$ cat src/rtl/core/tks_pkg.sv
// Package for the top-k score selector.
// Holds field widths, the reset value of the report count and the
// command and status structs between controller and datapath. No dependencies.
package tks_pkg;

   // Field widths fixed by the interface
   localparam int SCORE_W = 32;
   localparam int IDX_W   = 10;
   localparam int TC_W    = 4;

   // Report count after reset
   localparam logic [TC_W-1:0] TOP_COUNT_RESET = 4'd5;

   // Commands from the controller to the datapath
   typedef struct packed {
      logic insert;    // rank the accepted score word
      logic pop;       // move the head entry into the result register
      logic pop_last;  // the popped entry is the final result of the vector
      logic clear;     // empty the list and restart the position count
   } cmd_type;

   // Status from the datapath to the controller
   typedef struct packed {
      logic out_free;  // result register can take a new word this cycle
   } status_type;

endpackage

$ cat src/rtl/core/tks_datapath.sv
// Datapath of the top-k score selector: sorted insertion chain of kept
// scores and class positions, position counter, fill count, result register.
// Depends on tks_pkg.
module tks_datapath #(
   parameter int MAX_TOP     = 8,
   parameter int MAX_CLASSES = 1024,
   localparam int FW = $clog2(MAX_TOP + 1)
) (
   input  logic                                clock,
   input  logic                                reset,
   input  tks_pkg::cmd_type                    cmd,
   output tks_pkg::status_type                 status,
   output logic [FW-1:0]                       fill,
   input  logic signed [tks_pkg::SCORE_W-1:0]  req_score,
   output logic                                rsp_valid,
   input  logic                                rsp_ready,
   output logic [tks_pkg::IDX_W-1:0]           rsp_class_index,
   output logic signed [tks_pkg::SCORE_W-1:0]  rsp_best_score,
   output logic                                rsp_last_result
);

   localparam int PW = $clog2(MAX_CLASSES + 1);

   // Kept list, sorted by descending score; valid entries form a prefix
   logic signed [tks_pkg::SCORE_W-1:0] score_ff [MAX_TOP];
   logic signed [tks_pkg::SCORE_W-1:0] score_in [MAX_TOP];
   logic [tks_pkg::IDX_W-1:0]          idx_ff   [MAX_TOP];
   logic [tks_pkg::IDX_W-1:0]          idx_in   [MAX_TOP];
   logic [MAX_TOP-1:0]                 valid_ff, valid_in;
   logic [FW-1:0]                      fill_ff, fill_in;
   logic [PW-1:0]                      pos_ff, pos_in;

   // Result register
   logic                               rsp_valid_ff, rsp_valid_in;
   logic [tks_pkg::IDX_W-1:0]          rsp_idx_ff, rsp_idx_in;
   logic signed [tks_pkg::SCORE_W-1:0] rsp_score_ff, rsp_score_in;
   logic                               rsp_last_ff, rsp_last_in;

   // Neighbor views of the chain
   logic signed [tks_pkg::SCORE_W-1:0] up_score [MAX_TOP];
   logic [tks_pkg::IDX_W-1:0]          up_idx   [MAX_TOP];
   logic [MAX_TOP-1:0]                 up_valid;
   logic signed [tks_pkg::SCORE_W-1:0] dn_score [MAX_TOP];
   logic [tks_pkg::IDX_W-1:0]          dn_idx   [MAX_TOP];
   logic [MAX_TOP-1:0]                 dn_valid;

   logic [MAX_TOP-1:0]                 ge, ge_prev;
   logic                               rank;
   logic [tks_pkg::IDX_W-1:0]          new_idx;

   assign rank    = pos_ff < PW'(MAX_CLASSES);
   assign new_idx = tks_pkg::IDX_W'(pos_ff);

   // Compare every kept entry against the incoming score
   always_comb begin
      for (int j = 0; j < MAX_TOP; j++) begin
         ge[j] = valid_ff[j] && (score_ff[j] >= req_score);
      end
      ge_prev[0] = 1'b1;
      for (int j = 1; j < MAX_TOP; j++) begin
         ge_prev[j] = ge[j-1];
      end
   end

   // Build shifted copies for insertion (from above) and popping (from below)
   always_comb begin
      up_score[0] = req_score;
      up_idx[0]   = new_idx;
      up_valid[0] = 1'b1;
      for (int j = 1; j < MAX_TOP; j++) begin
         up_score[j] = score_ff[j-1];
         up_idx[j]   = idx_ff[j-1];
         up_valid[j] = valid_ff[j-1];
      end
      for (int j = 0; j < MAX_TOP - 1; j++) begin
         dn_score[j] = score_ff[j+1];
         dn_idx[j]   = idx_ff[j+1];
         dn_valid[j] = valid_ff[j+1];
      end
      dn_score[MAX_TOP-1] = score_ff[MAX_TOP-1];
      dn_idx[MAX_TOP-1]   = idx_ff[MAX_TOP-1];
      dn_valid[MAX_TOP-1] = 1'b0;
   end

   // Next state of the list: clear, pop toward the head, or insert in place
   always_comb begin
      score_in = score_ff;
      idx_in   = idx_ff;
      valid_in = valid_ff;
      fill_in  = fill_ff;
      pos_in   = pos_ff;
      priority if (cmd.clear) begin
         valid_in = '0;
         fill_in  = '0;
         pos_in   = '0;
      end else if (cmd.pop) begin
         score_in = dn_score;
         idx_in   = dn_idx;
         valid_in = dn_valid;
      end else if (cmd.insert && rank) begin
         for (int j = 0; j < MAX_TOP; j++) begin
            if (!ge[j]) begin
               if (ge_prev[j]) begin
                  score_in[j] = req_score;
                  idx_in[j]   = new_idx;
                  valid_in[j] = 1'b1;
               end else begin
                  score_in[j] = up_score[j];
                  idx_in[j]   = up_idx[j];
                  valid_in[j] = up_valid[j];
               end
            end
         end
         pos_in = pos_ff + PW'(1);
         if (fill_ff != FW'(MAX_TOP)) begin
            fill_in = fill_ff + FW'(1);
         end
      end
   end

   // Load the result register on pop, drop the word once taken
   always_comb begin
      rsp_valid_in = rsp_valid_ff;
      rsp_idx_in   = rsp_idx_ff;
      rsp_score_in = rsp_score_ff;
      rsp_last_in  = rsp_last_ff;
      if (cmd.pop) begin
         rsp_valid_in = 1'b1;
         rsp_idx_in   = idx_ff[0];
         rsp_score_in = score_ff[0];
         rsp_last_in  = cmd.pop_last;
      end else if (rsp_ready) begin
         rsp_valid_in = 1'b0;
      end
   end

   // Control registers
   always_ff @(posedge clock) begin
      if (reset) begin
         valid_ff     <= '0;
         fill_ff      <= '0;
         pos_ff       <= '0;
         rsp_valid_ff <= 1'b0;
      end else begin
         valid_ff     <= valid_in;
         fill_ff      <= fill_in;
         pos_ff       <= pos_in;
         rsp_valid_ff <= rsp_valid_in;
      end
   end

   // Payload registers
   always_ff @(posedge clock) begin
      score_ff     <= score_in;
      idx_ff       <= idx_in;
      rsp_idx_ff   <= rsp_idx_in;
      rsp_score_ff <= rsp_score_in;
      rsp_last_ff  <= rsp_last_in;
   end

   assign status.out_free = !rsp_valid_ff || rsp_ready;
   assign fill            = fill_ff;
   assign rsp_valid       = rsp_valid_ff;
   assign rsp_class_index = rsp_idx_ff;
   assign rsp_best_score  = rsp_score_ff;
   assign rsp_last_result = rsp_last_ff;

endmodule

$ cat src/rtl/core/tks_ctrl.sv
// Controller of the top-k score selector: report count register and the
// collect / count / emit state machine that sequences the datapath.
// Depends on tks_pkg.
module tks_ctrl #(
   parameter int MAX_TOP = 8,
   localparam int FW = $clog2(MAX_TOP + 1)
) (
   input  logic                       clock,
   input  logic                       reset,
   input  logic                       csr_write_enable,
   input  logic [tks_pkg::TC_W-1:0]   csr_write_data,
   input  logic                       req_valid,
   output logic                       req_ready,
   input  logic                       req_is_last,
   input  tks_pkg::status_type        status,
   input  logic [FW-1:0]              fill,
   output tks_pkg::cmd_type           cmd
);

   localparam int CW = (FW > tks_pkg::TC_W) ? FW : tks_pkg::TC_W;

   typedef enum logic [1:0] {
      ST_COLLECT,
      ST_COUNT,
      ST_EMIT
   } state_type;

   state_type                  state_ff, state_in;
   logic [tks_pkg::TC_W-1:0]   top_count_ff, top_count_in;
   logic [FW-1:0]              remain_ff, remain_in;

   logic [CW-1:0]              tc_floor, limit, fill_ext, count;
   logic                       accept, pop, pop_last;

   // Clamp the report count to 1..MAX_TOP and cap it by the fill
   always_comb begin
      tc_floor = (top_count_ff == '0) ? CW'(1) : CW'(top_count_ff);
      limit    = (tc_floor > CW'(MAX_TOP)) ? CW'(MAX_TOP) : tc_floor;
      fill_ext = CW'(fill);
      count    = (fill_ext < limit) ? fill_ext : limit;
   end

   assign req_ready = (state_ff == ST_COLLECT);
   assign accept    = req_valid && req_ready;
   assign pop       = (state_ff == ST_EMIT) && status.out_free;
   assign pop_last  = (remain_ff == FW'(1));

   // Commands to the datapath
   always_comb begin
      cmd.insert   = accept;
      cmd.pop      = pop;
      cmd.pop_last = pop_last;
      cmd.clear    = (pop && pop_last) || ((state_ff == ST_COUNT) && (count == '0));
   end

   // Next state
   always_comb begin
      state_in     = state_ff;
      remain_in    = remain_ff;
      top_count_in = top_count_ff;
      if (csr_write_enable) begin
         top_count_in = csr_write_data;
      end
      unique case (state_ff)
         ST_COLLECT: begin
            if (accept && req_is_last) begin
               state_in = ST_COUNT;
            end
         end
         ST_COUNT: begin
            remain_in = FW'(count);
            state_in  = (count == '0) ? ST_COLLECT : ST_EMIT;
         end
         ST_EMIT: begin
            if (pop) begin
               remain_in = remain_ff - FW'(1);
               if (pop_last) begin
                  state_in = ST_COLLECT;
               end
            end
         end
         default: begin
            state_in = ST_COLLECT;
         end
      endcase
   end

   // Hold state, remaining count and report count
   always_ff @(posedge clock) begin
      if (reset) begin
         state_ff     <= ST_COLLECT;
         remain_ff    <= '0;
         top_count_ff <= tks_pkg::TOP_COUNT_RESET;
      end else begin
         state_ff     <= state_in;
         remain_ff    <= remain_in;
         top_count_ff <= top_count_in;
      end
   end

endmodule

$ cat src/rtl/core/top_k_score_selector.sv
// Top level of the top-k score selector.
// Instantiates tks_ctrl and tks_datapath; depends on tks_pkg.
//
// Usage:
//   Score words stream in on the req_ channel (req_score, signed Q16.16,
//   and req_is_last on the final score of a vector), valid/ready handshake.
//   The class position of a score is its order within the vector.
//   While a vector is collected the block takes one score word per cycle;
//   each word is ranked in a sorted chain of MAX_TOP entries in that cycle.
//   After the word with req_is_last is taken, req_ready drops; in the
//   count state that follows, the result count min(top_count, scores kept)
//   is set, and results leave on the rsp_ channel one per cycle while the
//   receiver does not stall, best first, ties by lower class position,
//   rsp_last_result on the final one. Once the final result is in the
//   output register, req_ready rises again.
//   A stalled receiver holds the result word in its output register and
//   the chain waits; nothing is lost. Scores past MAX_CLASSES positions are
//   not ranked, but their req_is_last still ends the vector.
//   csr_write_enable writes top_count (0 acts as 1, values above MAX_TOP
//   act as MAX_TOP); write it only while the block is idle.
//   Synchronous reset empties the list, clears the position count, drops
//   rsp_valid and sets top_count to 5.
module top_k_score_selector #(
   parameter int MAX_TOP     = 8,
   parameter int MAX_CLASSES = 1024
) (
   input  logic                                clock,
   input  logic                                reset,
   input  logic                                csr_write_enable,
   input  logic [tks_pkg::TC_W-1:0]            csr_write_data,
   input  logic                                req_valid,
   output logic                                req_ready,
   input  logic signed [tks_pkg::SCORE_W-1:0]  req_score,
   input  logic                                req_is_last,
   output logic                                rsp_valid,
   input  logic                                rsp_ready,
   output logic [tks_pkg::IDX_W-1:0]           rsp_class_index,
   output logic signed [tks_pkg::SCORE_W-1:0]  rsp_best_score,
   output logic                                rsp_last_result
);

   localparam int FW = $clog2(MAX_TOP + 1);

   tks_pkg::cmd_type    cmd;
   tks_pkg::status_type status;
   logic [FW-1:0]       fill;

   // Sequence the vector
   tks_ctrl #(
      .MAX_TOP (MAX_TOP)
   ) u_ctrl (
      .clock            (clock),
      .reset            (reset),
      .csr_write_enable (csr_write_enable),
      .csr_write_data   (csr_write_data),
      .req_valid        (req_valid),
      .req_ready        (req_ready),
      .req_is_last      (req_is_last),
      .status           (status),
      .fill             (fill),
      .cmd              (cmd)
   );

   // Rank and hold the scores
   tks_datapath #(
      .MAX_TOP     (MAX_TOP),
      .MAX_CLASSES (MAX_CLASSES)
   ) u_datapath (
      .clock           (clock),
      .reset           (reset),
      .cmd             (cmd),
      .status          (status),
      .fill            (fill),
      .req_score       (req_score),
      .rsp_valid       (rsp_valid),
      .rsp_ready       (rsp_ready),
      .rsp_class_index (rsp_class_index),
      .rsp_best_score  (rsp_best_score),
      .rsp_last_result (rsp_last_result)
   );

endmodule
$ cat config.mk
export PLATFORM = sky130hd
export DESIGN_NAME = top_k_score_selector
export DESIGN_NICKNAME = d
export VERILOG_FILES = /design/src/rtl/core/tks_pkg.sv /design/src/rtl/core/tks_datapath.sv /design/src/rtl/core/tks_ctrl.sv /design/src/rtl/core/top_k_score_selector.sv
export SDC_FILE = /design/constraint.sdc
export NUM_CORES = 1
export LEC_CHECK = 0
export BUFFER_PORTS_ARGS = -buffer_cell sky130_fd_sc_hd__buf_4
export CORE_MARGIN = 4
export CORE_UTILIZATION = 54
export CTS_CLUSTER_DIAMETER = 60
export CTS_CLUSTER_SIZE = 30
export DETAILED_ROUTE_END_ITERATION = 8
export GPL_TIMING_DRIVEN = 1
export PLACE_DENSITY = 0.74
export SYNTH_ARGS = -nofsm -noshare
export SYNTH_HDL_FRONTEND = slang
export SYNTH_SLANG_ARGS = --single-unit
$ cat constraint.sdc
create_clock -name clock -period 5.9 [get_ports clock]
set_input_delay 1.77 -clock clock [delete_from_list [all_inputs] [get_ports clock]]
set_output_delay 1.77 -clock clock [all_outputs]
set_load 0.02 [all_outputs]
==> results.py <==
metrics = {
    "synthesis": {
        "syn_area_per_cell_sq_um": 10.8,
        "synth_nets": 2616,
        "synth_cell_types": 65,
        "async_flop_share": 0,
        "synth_seq_area_share": 0.484,
        "synth_flop_cell": "edfxtp_1",
        "syn_area_sq_um": 24900,
        "ys_ff_latch": 413,
        "synth_edf_count": 379,
        "yosys_warnings": 0,
        "synthCells": 2310,
    },
    "die": {
        "rows": 78,
        "start_util": 0.548,
        "core_region_area_sq_um": 45500,
        "ios": 87,
        "dieArea_sq_um": 49700,
        "fp.dieW_microns": 223,
        "die-height_microns": 223,
    },
    "detailed_routing": {
        "post_drt_wl_per_cell_microns": 24.0,
        "ant_nets": 0,
        "post-route-drc-count": 0,
        "routed_via_density": 6.42,
        "first_iter_violations": 2134,
        "drt_first_pass_iters": 6,
        "num_vias": 19200,
        "drt-total-wl_mm": 71.9,
    },
    "layout": {
        "instances_no_fill": 2990,
        "layout_commonest_cell": "edfxtp_1",
        "mostFrequentLayoutCells": "edfxtp_1 (379), nand2_1 (365), o21ai_1 (286)",
        "drive_gt1_frac": 0.0925,
        "num-nets-final": 2669,
        "syn_to_final_growth_pct": 10.9,
        "fillers": 3755,
    },
    "setup_path": {
        "required_ns": 6.10,
        "worstPathArrival_ns": 5.20,
        "rr_worst_depth": 10,
        "endpoint_kind": "register",
        "crit_fanout": 23,
        "startpoint_type": "primary input",
        "cp_cell_sequence": "buf_4 -> inv_1 -> ha_1 -> a21oi_1 -> o21ai_0 -> a311oi_1 -> o32ai_1 -> nor2_4 -> a21oi_1 -> nor2_4 -> buf_4",
        "worstSetupPathType": "primary input to register",
        "critPathSlowestCell": "nor2_4",
        "cpPeakStageDelay_ns": 0.62,
    },
    "run_status": {
        "status": "finished clean",
    },
    "timing": {
        "post-route-period-util": 0.846,
        "rsz0062_at_grt": "no",
        "finalHoldViolations": 0,
        "setup_violations": 0,
        "fmaxAchievable_mhz": 200,
        "slew_headroom": 0.252,
        "finalSetupTns_ns": 0,
        "slew_viol_final": 0,
        "clock_skew_ns": 0.0318,
        "min_period_ns": 4.99,
        "worst_hold_slack_ns": 0.473,
        "tightest_slew_ns": 1.12,
    },
    "global_routing": {
        "grt_max_degree": 169,
        "grt_use_total": 0.284,
        "first_global_vias": 19100,
        "antenna_found_initial": 1,
        "grt_pass1_wl_mm": 111,
        "grt-ovfl-total": 0,
    },
    "clock_network": {
        "ctsHtreeMaxLevel": 2,
        "clk_latency_ns": 0.58,
        "cts_made_buffers": 37,
        "cts_sinks": 413,
        "ctsHoldBuffers": 0,
        "root_buffer": "clkbuf_16",
        "clk_path_buf_depth": 3,
        "cts_resized": 0,
        "cts_setup_buffers": 0,
        "cts_tree": "yes",
        "clkTransAtPathRegs_ns": 0.09,
    },
    "min_path": {
        "hold_path_class": "register to register",
        "holdPathStages": 0,
    },
    "placement": {
        "gp_congestion": 0.943,
        "dp.cells": 2924,
        "hpwl_mm": 48.7,
        "numPortBuffers": 86,
    },
    "power": {
        "pwr_density_cell_nw_per_um2": 324,
        "peakVddDrop_v": 0.000259,
        "leakage_nw": 10.9,
    },
    "job": {
        "maxCapViolations": 0,
    },
}
==> cell families (layout without fill, tap and decap cells) <==
group,count (synthesis),count (layout),share of synthesized area
xor gates and xnor gates,13,13,0.00457
other,0,1,0
buffers and inverters,174,253,0.0315
muxes,268,268,0.108
adders and majority gates,264,264,0.133
AOI/OAI and AO/OA,585,585,0.135
DFF,413,413,0.484
and+or+nand+nor,593,593,0.105
==> area by class of cell <==
| class | instances | area [sq um] | share of cell area |
|---|---|---|---|
| clock buffer | 41 | 951 | 0.0344 |
| multi-input combinational | 1723 | 12200 | 0.441 |
| timing repair buffer | 135 | 1150 | 0.0417 |
| inverter | 53 | 206 | 0.00747 |
| tap | 600 | 751 | 0.0272 |
| sequential | 413 | 12100 | 0.437 |
| clock inverter | 24 | 309 | 0.0112 |
| antenna | 1 | 2.50 | 0.0000906 |
==> report_power, final <==
part	internal (mW)	switching, mW	total (mW)
logic	0.834	1.34	2.18
registers	3.80	0.393	4.20
clock network	1.32	1.26	2.58
total	5.96	2.99	8.95
==> final timing paths <==
path	startpoint	endpoint	slack (ns)
max	req_score[1]	u_datapath.dn_score[110]	0.91
min	u_datapath.idx_ff[70]	u_datapath.rsp_class_index[0]	0.47
max reg2reg	u_datapath.dn_score[107]	u_datapath.dn_score[110]	2.10
min reg2reg	u_datapath.idx_ff[70]	u_datapath.rsp_class_index[0]	0.47
==> through the flow <==
stage	cell area, sq um	setup slack (ns)	utilization	total power, mW
2_1_floorplan	24900	0.0671	-	5.53
3_3_place_gp	26400	0.465	0.580	6.29
3_5_place_dp	26400	0.480	0.580	6.37
4_1_cts	27600	1.06	0.607	8.94
5_1_grt	27600	0.801	0.607	9.34
6_report	27600	0.909	0.607	8.95
==> worst max-delay path: cells and delay by family <==
family | cells | cell delay [ns]
buf+inv | 3 | 1.04
fa+ha+maj | 1 | 0.33
compound gates | 5 | 1.23
simple gates | 2 | 0.77
==> registers in the layout (all words and copies together) (netlist names) <==
| register | count |
|---|---|
| u_ctrl.remain_ff | 4 |
| u_datapath.valid_ff | 8 |
| u_datapath.fill | 4 |
| u_ctrl.top_count_ff | 4 |
| u_datapath.rsp_valid | 1 |
| u_datapath.dn_idx | 70 |
| u_datapath.idx_ff | 10 |
| u_datapath.rsp_last_result | 1 |
| u_datapath.pos_ff | 11 |
| u_datapath.dn_score | 224 |
| u_datapath.rsp_class_index | 10 |
| u_datapath.score_ff | 32 |
| u_ctrl.state_ff | 2 |
| u_datapath.rsp_best_score | 32 |
==> metal layers <==
| layer | global-route usage | part of all wire | up-vias |
|---|---|---|---|
| li1 | - | - | 8784 |
| met1 | 0.380 | 0.40 | 9354 |
| met2 | 0.470 | 0.48 | 876 |
| met3 | 0.0469 | 0.079 | 193 |
| met4 | 0.101 | 0.039 | 0 |
| met5 | 0 | 0 | - |
==> cells in the mapped netlist, types with 39 or more instances <==
library cell / instances / share of area
mux2i_1: 257 / 0.10
a21o_1: 39 / 0.012
ha_1: 264 / 0.13
clkbuf_1: 76 / 0.011
a21oi_1: 102 / 0.020
o21ai_0: 52 / 0.010
o21ai_1: 286 / 0.057
nand2_1: 365 / 0.055
nand4_1: 60 / 0.015
edfxtp_1: 379 / 0.46
inv_1: 52 / 0.0078
nor2_1: 68 / 0.010
Note: power is estimated with default switching activity, not from simulation.
